===== src/rtl/pfa_pkg.sv =====
package pfa_pkg;

    localparam int NUM_BLOCKS = 8;
    localparam int SIZE_BITS  = 16;
    localparam int BLK_W      = $clog2(NUM_BLOCKS);
    localparam int LEVELS     = $clog2(NUM_BLOCKS);
    localparam int LEAVES     = 1 << LEVELS;
    localparam int CNT_W      = 4;
    localparam int POL_W      = 2;
    localparam int CFG_IDX_W  = 2;
    localparam int CFG_DATA_W = 4;

    localparam logic CMD_LOAD  = 1'b0;
    localparam logic CMD_ALLOC = 1'b1;

    localparam logic [POL_W-1:0] POL_FIRST = 2'd0;
    localparam logic [POL_W-1:0] POL_BEST  = 2'd1;
    localparam logic [POL_W-1:0] POL_WORST = 2'd2;

    localparam logic [CFG_IDX_W-1:0] CFG_FIT_POLICY    = 2'd0;
    localparam logic [CFG_IDX_W-1:0] CFG_BLOCKS_IN_USE = 2'd1;

    localparam logic [CNT_W-1:0] BLOCKS_RESET = 4'd8;

    typedef struct packed {
        logic                 command;
        logic [BLK_W-1:0]     block_select;
        logic [SIZE_BITS-1:0] amount;
    } t_in_item;

    typedef struct packed {
        logic                 granted;
        logic [BLK_W-1:0]     chosen_block;
        logic [SIZE_BITS-1:0] remaining;
    } t_out_item;

    // Commands from the controller to the datapath.
    typedef struct packed {
        logic capture;
        logic search;
        logic commit;
    } t_ctrl_cmd;

endpackage


===== src/rtl/partition_fit_allocator.sv =====
// Partition allocator with first, best and worst fit placement.
// The input word, the chosen partition and the result word are registered in turn.
// A new word is taken while idle or in the subtract and write-back step of the last one,
// once the output word is free, as the search over all partitions depends on that step.
// Reset (synchronous, active low) clears control state and sets first fit over eight
// partitions; partition free sizes are not cleared and must be loaded before use.
module partition_fit_allocator (
    input  logic                           i_clk,
    input  logic                           i_rst_n,
    input  logic                           i_in_valid,
    output logic                           o_in_stall,
    input  pfa_pkg::t_in_item              i_in_data,
    output logic                           o_out_valid,
    input  logic                           i_out_stall,
    output pfa_pkg::t_out_item             o_out_data,
    input  logic                           i_cfg_we,
    input  logic [pfa_pkg::CFG_IDX_W-1:0]  i_cfg_index,
    input  logic [pfa_pkg::CFG_DATA_W-1:0] i_cfg_data
);
    import pfa_pkg::*;

    t_ctrl_cmd cmd;

    pfa_ctrl u_ctrl (
        .i_clk       (i_clk),
        .i_rst_n     (i_rst_n),
        .i_in_valid  (i_in_valid),
        .o_in_stall  (o_in_stall),
        .o_out_valid (o_out_valid),
        .i_out_stall (i_out_stall),
        .o_cmd       (cmd)
    );

    pfa_dp u_dp (
        .i_clk       (i_clk),
        .i_rst_n     (i_rst_n),
        .i_cmd       (cmd),
        .i_in_data   (i_in_data),
        .i_cfg_we    (i_cfg_we),
        .i_cfg_index (i_cfg_index),
        .i_cfg_data  (i_cfg_data),
        .o_out_data  (o_out_data)
    );

endmodule


===== src/rtl/pfa_ctrl.sv =====
module pfa_ctrl (
    input  logic              i_clk,
    input  logic              i_rst_n,
    input  logic              i_in_valid,
    output logic              o_in_stall,
    output logic              o_out_valid,
    input  logic              i_out_stall,
    output pfa_pkg::t_ctrl_cmd o_cmd
);
    import pfa_pkg::*;

    typedef enum logic [2:0] {
        ST_IDLE   = 3'b001,
        ST_SEARCH = 3'b010,
        ST_UPDATE = 3'b100
    } t_state;

    t_state r_state, n_state;
    logic   r_out_valid, n_out_valid;
    logic   out_free;
    logic   in_accept;

    // The output word can be replaced when it is empty or being taken now.
    assign out_free  = !r_out_valid || !i_out_stall;
    assign o_in_stall = !((r_state == ST_IDLE) || ((r_state == ST_UPDATE) && out_free));
    assign in_accept = i_in_valid && !o_in_stall;

    always_comb begin
        o_cmd.capture = in_accept;
        o_cmd.search  = (r_state == ST_SEARCH);
        o_cmd.commit  = (r_state == ST_UPDATE) && out_free;
    end

    always_comb begin
        n_state = r_state;
        unique case (r_state)
            ST_IDLE: begin
                if (in_accept) begin
                    n_state = ST_SEARCH;
                end
            end
            ST_SEARCH: begin
                n_state = ST_UPDATE;
            end
            ST_UPDATE: begin
                if (out_free) begin
                    n_state = in_accept ? ST_SEARCH : ST_IDLE;
                end
            end
            default: begin
                n_state = ST_IDLE;
            end
        endcase
    end

    always_comb begin
        n_out_valid = r_out_valid;
        if (o_cmd.commit) begin
            n_out_valid = 1'b1;
        end else if (!i_out_stall) begin
            n_out_valid = 1'b0;
        end
    end

    always_ff @(posedge i_clk) begin
        if (!i_rst_n) begin
            r_state     <= ST_IDLE;
            r_out_valid <= 1'b0;
        end else begin
            r_state     <= n_state;
            r_out_valid <= n_out_valid;
        end
    end

    assign o_out_valid = r_out_valid;

    a_search_then_update: assert property (@(posedge i_clk) disable iff (!i_rst_n)
        (r_state == ST_SEARCH) |=> (r_state == ST_UPDATE))
        else $error("search step not followed by update");

    a_accept_starts_search: assert property (@(posedge i_clk) disable iff (!i_rst_n)
        in_accept |=> (r_state == ST_SEARCH))
        else $error("accepted word did not start a search");

    a_commit_shows_result: assert property (@(posedge i_clk) disable iff (!i_rst_n)
        o_cmd.commit |=> r_out_valid)
        else $error("committed result not presented");

endmodule


===== src/rtl/pfa_dp.sv =====
module pfa_dp (
    input  logic                                i_clk,
    input  logic                                i_rst_n,
    input  pfa_pkg::t_ctrl_cmd                  i_cmd,
    input  pfa_pkg::t_in_item                   i_in_data,
    input  logic                                i_cfg_we,
    input  logic [pfa_pkg::CFG_IDX_W-1:0]       i_cfg_index,
    input  logic [pfa_pkg::CFG_DATA_W-1:0]      i_cfg_data,
    output pfa_pkg::t_out_item                  o_out_data
);
    import pfa_pkg::*;

    typedef struct packed {
        logic                 valid;
        logic [BLK_W-1:0]     idx;
        logic [SIZE_BITS-1:0] size;
    } t_cand;

    logic [POL_W-1:0]     r_fit_policy;
    logic [CNT_W-1:0]     r_blocks_in_use;
    logic [SIZE_BITS-1:0] r_free [NUM_BLOCKS];
    t_in_item             r_item;
    logic                 r_found;
    logic [BLK_W-1:0]     r_pick;
    t_out_item            r_out;

    t_cand                tree [LEVELS+1][LEAVES];
    logic [SIZE_BITS-1:0] diff;

    // Lower-index operand wins ties; policy code three acts as first fit.
    function automatic t_cand pick_pair(input t_cand a, input t_cand b,
                                        input logic [POL_W-1:0] pol);
        t_cand r;
        r = a;
        if (!a.valid) begin
            r = b;
        end else if (b.valid) begin
            if ((pol == POL_BEST) && (b.size < a.size)) begin
                r = b;
            end else if ((pol == POL_WORST) && (b.size > a.size)) begin
                r = b;
            end
        end
        return r;
    endfunction

    always_comb begin
        for (int l = 0; l <= LEVELS; l++) begin
            for (int k = 0; k < LEAVES; k++) begin
                tree[l][k] = '0;
            end
        end
        for (int j = 0; j < NUM_BLOCKS; j++) begin
            tree[0][j].idx   = BLK_W'(j);
            tree[0][j].size  = r_free[j];
            tree[0][j].valid = (r_free[j] >= r_item.amount) &&
                               (CNT_W'(j) < r_blocks_in_use);
        end
        for (int l = 0; l < LEVELS; l++) begin
            for (int k = 0; k < LEAVES / 2; k++) begin
                if (k < (LEAVES >> (l + 1))) begin
                    tree[l+1][k] = pick_pair(tree[l][2*k], tree[l][2*k+1], r_fit_policy);
                end
            end
        end
    end

    assign diff = r_free[r_pick] - r_item.amount;

    always_ff @(posedge i_clk) begin
        if (!i_rst_n) begin
            r_fit_policy    <= POL_FIRST;
            r_blocks_in_use <= BLOCKS_RESET;
        end else if (i_cfg_we) begin
            if (i_cfg_index == CFG_FIT_POLICY) begin
                r_fit_policy <= i_cfg_data[POL_W-1:0];
            end else if (i_cfg_index == CFG_BLOCKS_IN_USE) begin
                r_blocks_in_use <= i_cfg_data[CNT_W-1:0];
            end
        end
    end

    always_ff @(posedge i_clk) begin
        if (!i_rst_n) begin
            r_found <= 1'b0;
        end else if (i_cmd.search) begin
            r_found <= tree[LEVELS][0].valid;
        end
    end

    always_ff @(posedge i_clk) begin
        if (i_cmd.search) begin
            r_pick <= tree[LEVELS][0].idx;
        end
        if (i_cmd.commit) begin
            if (r_item.command == CMD_LOAD) begin
                r_free[r_item.block_select] <= r_item.amount;
                r_out                       <= '0;
            end else if (r_found) begin
                r_free[r_pick] <= diff;
                r_out          <= '{granted: 1'b1, chosen_block: r_pick, remaining: diff};
            end else begin
                r_out <= '0;
            end
        end
        // The update cycle reads the old word before a new one lands here.
        if (i_cmd.capture) begin
            r_item <= i_in_data;
        end
    end

    assign o_out_data = r_out;

    a_grant_written_back: assert property (@(posedge i_clk) disable iff (!i_rst_n)
        (i_cmd.commit && (r_item.command == CMD_ALLOC) && r_found) |=>
        (r_out.granted && (r_free[r_out.chosen_block] == r_out.remaining)))
        else $error("granted remainder differs from stored free size");

endmodule


===== config.mk =====
export PLATFORM = sky130hd
export DESIGN_NAME = partition_fit_allocator
export DESIGN_NICKNAME = d
export VERILOG_FILES = /design/src/rtl/pfa_pkg.sv /design/src/rtl/partition_fit_allocator.sv /design/src/rtl/pfa_ctrl.sv /design/src/rtl/pfa_dp.sv
export SDC_FILE = /design/constraint.sdc
export NUM_CORES = 1
export LEC_CHECK = 0
export ABC_AREA = 1
export BUFFER_PORTS_ARGS = -buffer_cell sky130_fd_sc_hd__buf_2
export CAP_MARGIN = 15
export CORE_UTILIZATION = 69
export DETAILED_ROUTE_END_ITERATION = 10
export PLACE_DENSITY = 0.95
export SLEW_MARGIN = 30
export SYNTH_ARGS = -nofsm -noshare
export SYNTH_HDL_FRONTEND = slang
export SYNTH_SLANG_ARGS = --single-unit

===== constraint.sdc =====
create_clock -name i_clk -period 12.98 [get_ports i_clk]
set_input_delay 2.596 -clock i_clk [delete_from_list [all_inputs] [get_ports i_clk]]
set_output_delay 2.596 -clock i_clk [all_outputs]
set_load 0.1 [all_outputs]

==> Yosys cells after proc, flatten, opt, wreduce, memory -nomap -nowiden <==
Memories as Yosys holds them, arrays and structs flattened. A register that Yosys moved wholly into a read port is not among the register bits.
Index checks and enable logic that the tools add are counted.
{ "word_totals": {"output_inout_bits": 22, "ram_bits": 128, "ff_bits": 54, "mem_count": 1} }
{ "classes": {"bitwise": 1, "n_addsub": 1, "n_reduce_logical": 35, "eq_ne": 9, "n_mux": 46, "n_lt_le_gt_ge": 30} }
{ "memory_table": {"columns": ["memory", "words", "width", "read_ports", "rd_ports_with_merged_regs", "write_ports", "line_no", "text"], "rows": [
  ["u_dp.r_free", 8, 16, 9, 1, 1, "pfa_dp.sv:21", "logic [SIZE_BITS-1:0] r_free [NUM_BLOCKS];"]
]} }
{ "ops": {"columns": ["cell", "n"], "rows": [
  ["20-bit 2-to-1 mux", 22],
  ["16-bit greater-or-equal comparator", 8],
  ["16-bit > comparator", 7],
  ["16-bit < comparator", 7],
  ["17-bit 2-to-1 mux", 4],
  ["19-bit 2-to-1 mux", 3],
  ["1-bit logical AND", 24],
  ["3-bit by 4-bit < comparator with 1-bit output (first input constant)", 4],
  ["16-bit 2-to-1 mux", 1],
  ["16-bit OR reduction", 1],
  ["16-bit subtractor", 1],
  ["3-bit 2-to-1 mux", 4],
  ["1-bit 2-to-1 mux", 10],
  ["3-bit case mux with 3 select lines", 1],
  ["1-bit by 4-bit < comparator with 1-bit output (first input constant)", 2],
  ["2-bit by 4-bit < comparator with 1-bit output (first input constant)", 2],
  ["2-bit by 1-bit != test with 1-bit output (second input constant)", 3],
  ["2-bit AND reduction", 3],
  ["2-bit by 1-bit == test with 1-bit output (second input constant)", 2],
  ["3-bit by 1-bit == test with 1-bit output (second input constant)", 1],
  ["3-bit by 2-bit == test with 1-bit output (second input constant)", 1],
  ["3-bit == test (second input constant)", 1],
  ["1-bit logical NOT", 3],
  ["3-bit AND reduction", 1],
  ["5 further kinds", 6]
]} }

==> Longest topological paths before layout <==
An unclocked memory read counts as a cell.
{ "logic_depth": {"ltp_word": 20, "mapped_depth": 49, "mapped_depth_nobuf": 47} }

==> Hierarchy <==
Synthesis repeated with hierarchy kept, for this count alone.
{ "unflattened": {"hier_cells": 1840, "hier_area_um2": 15208.3} }
{ "modules_own_cells": {"columns": ["module", "instances", "area_each_um2", "cells_each"], "rows": [
  ["pfa_dp", 1, 14958.1, 1803],
  ["pfa_ctrl", 1, 250.2, 37]
]} }

==> Worst setup path before layout <==
Ideal clock, no wire load.
{ "synth_timing": {"kind": "input to output", "from": "input i_out_stall", "to": "output o_in_stall", "arrival_time_ns": 3.542, "setup_slack_ns": 6.842, "path_buffers": 0, "t_required_ns": 10.384, "stages": 4, "path_cell_list": "nand2_1 nand2_1 nand2_1 inv_1"} }
{ "synth_via": {"elab_chain_len": 5} }
{ "synth_rtl": {"columns": ["element", "line_no", "text"], "rows": [
  ["from (decl)", "partition_fit_allocator.sv:14", "input logic i_out_stall,"],
  ["1-bit logical NOT", "pfa_ctrl.sv:24", "assign out_free = !r_out_valid || !i_out_stall;"],
  ["1-bit logical OR", "pfa_ctrl.sv:24", null],
  ["1-bit logical AND", "pfa_ctrl.sv:25", "assign o_in_stall = !((r_state == ST_IDLE) || ((r_state == ST_UPDATE) && out_free));"],
  ["1-bit logical OR", "pfa_ctrl.sv:25", null],
  ["1-bit logical NOT", "pfa_ctrl.sv:25", null],
  ["to (decl)", "partition_fit_allocator.sv:11", "output logic o_in_stall,"]
]} }
No other way between the ends.

==> metrics.cfg <==
[outcome]
run_status = finished clean

[critical_path]
critical-path-max-stage-delay_ns = 0.62
crit_slowest_cell = sky130_fd_sc_hd__inv_1
path_common_cell = sky130_fd_sc_hd__nand2_1
cp-end-kind = flip-flop
path_max_fanout = 33
timing.setup.critical_path_class = flip-flop to flip-flop
critPathArrivalTime_ns = 7.16
timing.critical_path.required_ns = 13.19
critical-path-top-delay-family = compound AO/OA/AOI/OAI gates
worstPathBufferInverterCount = 4
setup.worst_path.start_class = flip-flop

[logic_synthesis]
yosys_most_used_dff = sky130_fd_sc_hd__edfxtp_1
yosys.area_share.xor_xnor = 0.008685
synth.yosys.seq_area_share = 0.3580
synthesized_area_per_cell_um2 = 8.275
syn_inst = 1828
muxShareOfSynthArea = 0
synth_top_family_by_area = adder cells
post_synthesis_compound_gate_area_fraction = 0.1678
ys_types = 47
yosysWarnings = 0
post_synth_instance_area_um2 = 15130
synthesis.nets = 2115
synth_simple_gate_area_frac = 0.1782
post_synth_edffs = 171
synth_adder_area_share = 0.2122
asyncSetResetFlopFracSynth = 0
ys_ff_latch = 185

[clock_tree]
post_cts.repair.setup_buffers = 0
clk_pin_slew_ns = 0.08
cts_resized = 0
insertion_delay_to_the_later_sink_of_the_worst_skew_pair_ns = 0.45
clock_sink_count = 185
tritoncts = yes
numCtsBuffers = 17
cts_htree_levels = 4
root_buffer = sky130_fd_sc_hd__clkbuf_16
cts_hold_repair.buffers = 0
cts_buffer_depth = 2

[finish]
layout_common_cells = 414 x sky130_fd_sc_hd__nand2_1, 255 x sky130_fd_sc_hd__ha_1, 229 x sky130_fd_sc_hd__inv_1
fin_nets = 2151
final_common_cell = sky130_fd_sc_hd__nand2_1
finalNonFillerCells = 2152
post_route_cells_drive_above_1_share = 0.09323
diodes_inserted = 0
syn2layout_area_growth_pct = 7.146
fillerInstances = 1475

[sta]
max_freq_mhz = 143.9
clk_skew_ns = 0.01299
finalMaxSlewViolations = 0
finalCritPeriodShare = 0.5354
setup_tns_ns = 0
max-slew-margin-rel = 0.3634
post-route-min-period_ns = 6.949
report.final.setup_viol = 0
timing_hold_violations_final = 0
setup_repair_after_global_routing_missed_its_margin = false
worst_slew_pin_slew_ns = 0.9450

[pwr]
power.density_nw_per_um2 = 99.14
power_leakage_uw = 0.007614
worst_vdd_rail_ir_drop_mv = 0.09856
report.power.total_uw = 1607

[die]
top_level_ports = 53
fp.dieH_um = 150.1
die_width_um = 150.1
die_area_um2 = 22520
rows = 53
initial_core_util = 0.7106
floorplan.core_area_um2 = 21290

[global_routing]
total_routing_usage_gr = 0.4082
number_of_global_route_vias_before_repair = 13015
grt-ovfl-total = 0
antenna_violations_before_repair = 0
largest_net_degree_at_the_start_of_global_routing = 79
grt_first_pass_wirelength_um = 68130

[drt]
via_per_inst = 6.312
wirelength_um = 44030
detailedRoute.firstPassIterationCount = 5
detailroute.via_count = 13583
detail-route-antenna-nets = 0
drt_iter0_markers = 1500
post-route-drc-count = 0
route.detailed.wl_per_inst_um = 20.46

[placement]
gp_congestion = 0.9584
place_inst = 2120
dp.final_hpwl_um = 34360
io_buffer_count = 52

[hold_path]
worst_hold_check_path_type = flip-flop to flip-flop

[run]
maxCapViolCount = 0

layer usage:
layer / vias up / global-route usage / part of all wire
met5: - / 0 / 0
met4: 0 / 0.1995 / 0.044
met3: 138 / 0.08110 / 0.11
met2: 791 / 0.6620 / 0.46
met1: 6279 / 0.5209 / 0.39
li1: 6375 / - / -
path summary, 6_finish.rpt:
kind | endpoint | cells after the start | slack, ns | startpoint
worst min-delay path | u_dp.r_fit_policy[0]$_SDFFE_PN0P_ | 2 | 0.49 | u_dp.r_fit_policy[0]$_SDFFE_PN0P_
worst min register to register | u_dp.r_fit_policy[0]$_SDFFE_PN0P_ | 2 | 0.49 | u_dp.r_fit_policy[0]$_SDFFE_PN0P_
worst max register to register | u_dp.r_pick[1]$_DFFE_PN_ | 33 | 6.03 | u_dp.r_item[9]$_DFFE_PP_
worst max-delay path | u_dp.r_pick[1]$_DFFE_PN_ | 33 | 6.03 | u_dp.r_item[9]$_DFFE_PP_
worst min-delay path, stage by stage, from the launching register on:
cell and delay [ns]:
sky130_fd_sc_hd__dfxtp_1 0.30, sky130_fd_sc_hd__inv_1 0.08, sky130_fd_sc_hd__a21oi_1 0.06
flip-flops by register name (all words and copies together), names as in the netlist, named ones only:
| name | count |
|---|---|
| u_dp.r_fit_policy | 2 |
| u_ctrl.r_state | 3 |
| u_dp.r_item | 20 |
| u_ctrl.o_out_valid | 1 |
| u_dp.o_out_data | 20 |
| u_dp.r_found | 1 |
| u_dp.r_pick | 3 |
| u_dp.r_free | 128 |
| u_dp.r_blocks_in_use | 4 |
cell type report:
cell class,count,area [µm²],area share
Multi-Input combinational cell,1365,8607,0.5310
Sequential cell,185,5416,0.3342
Inverter,233,874.6,0.05396
Clock buffer,18,429.2,0.02648
Timing Repair Buffer,62,355.3,0.02192
Tap cell,275,344.1,0.02123
Clock inverter,14,181.4,0.01119
power by group:
| part | leakage, µW | total (µW) | internal, µW | switching (µW) |
|---|---|---|---|---|
| Sequential | 0.00163 | 669 | 663 | 6.12 |
| Clock | 0.000297 | 537 | 278 | 259 |
| Combinational | 0.00569 | 401 | 128 | 272 |
logic make-up after synthesis:
| group | after synthesis |
|---|---|
| adder cells (fa/ha/maj) | 256 |
| buffers and inverters | 278 |
| flip-flops | 185 |
| AO/OA/AOI/OAI | 445 |
| XOR/XNOR | 15 |
| AND/OR/NAND/NOR | 649 |
Yosys cell counts, types with 8 or more instances:
cell / n / area share
sky130_fd_sc_hd__nand2_1: 414 / 0.10
sky130_fd_sc_hd__ha_1: 255 / 0.21
sky130_fd_sc_hd__inv_1: 230 / 0.057
sky130_fd_sc_hd__a21oi_1: 187 / 0.062
sky130_fd_sc_hd__edfxtp_1: 171 / 0.34
sky130_fd_sc_hd__nor2_1: 116 / 0.029
sky130_fd_sc_hd__o21ai_0: 114 / 0.038
sky130_fd_sc_hd__nand3_1: 43 / 0.014
sky130_fd_sc_hd__o21ai_1: 40 / 0.013
sky130_fd_sc_hd__o21ai_2: 35 / 0.020
sky130_fd_sc_hd__clkbuf_1: 23 / 0.0057
sky130_fd_sc_hd__nand2_2: 23 / 0.0095
sky130_fd_sc_hd__nand4_1: 18 / 0.0074
sky130_fd_sc_hd__a31oi_1: 16 / 0.0066
sky130_fd_sc_hd__nor3_1: 15 / 0.0050
sky130_fd_sc_hd__dfxtp_1: 14 / 0.019
sky130_fd_sc_hd__a221oi_1: 13 / 0.0075
sky130_fd_sc_hd__o21bai_1: 11 / 0.0055
sky130_fd_sc_hd__a21o_1: 9 / 0.0045
sky130_fd_sc_hd__buf_2: 9 / 0.0030
sky130_fd_sc_hd__o21a_1: 8 / 0.0040
sky130_fd_sc_hd__xor2_1: 8 / 0.0046
stage by stage:
stage,setup WS (ns),cell area (µm²),util,hold WS [ns]
after floorplan,6.842,15130,-,0.4446
after global placement,6.190,15550,0.7307,0.4664
after detailed placement,6.329,15590,0.7325,0.4763
after CTS,6.292,16200,0.7612,0.4877
after global routing,5.500,16210,0.7614,0.5188
final,6.031,16210,0.7614,0.4882
No activity file was read; power rests on OpenSTA's default activity.
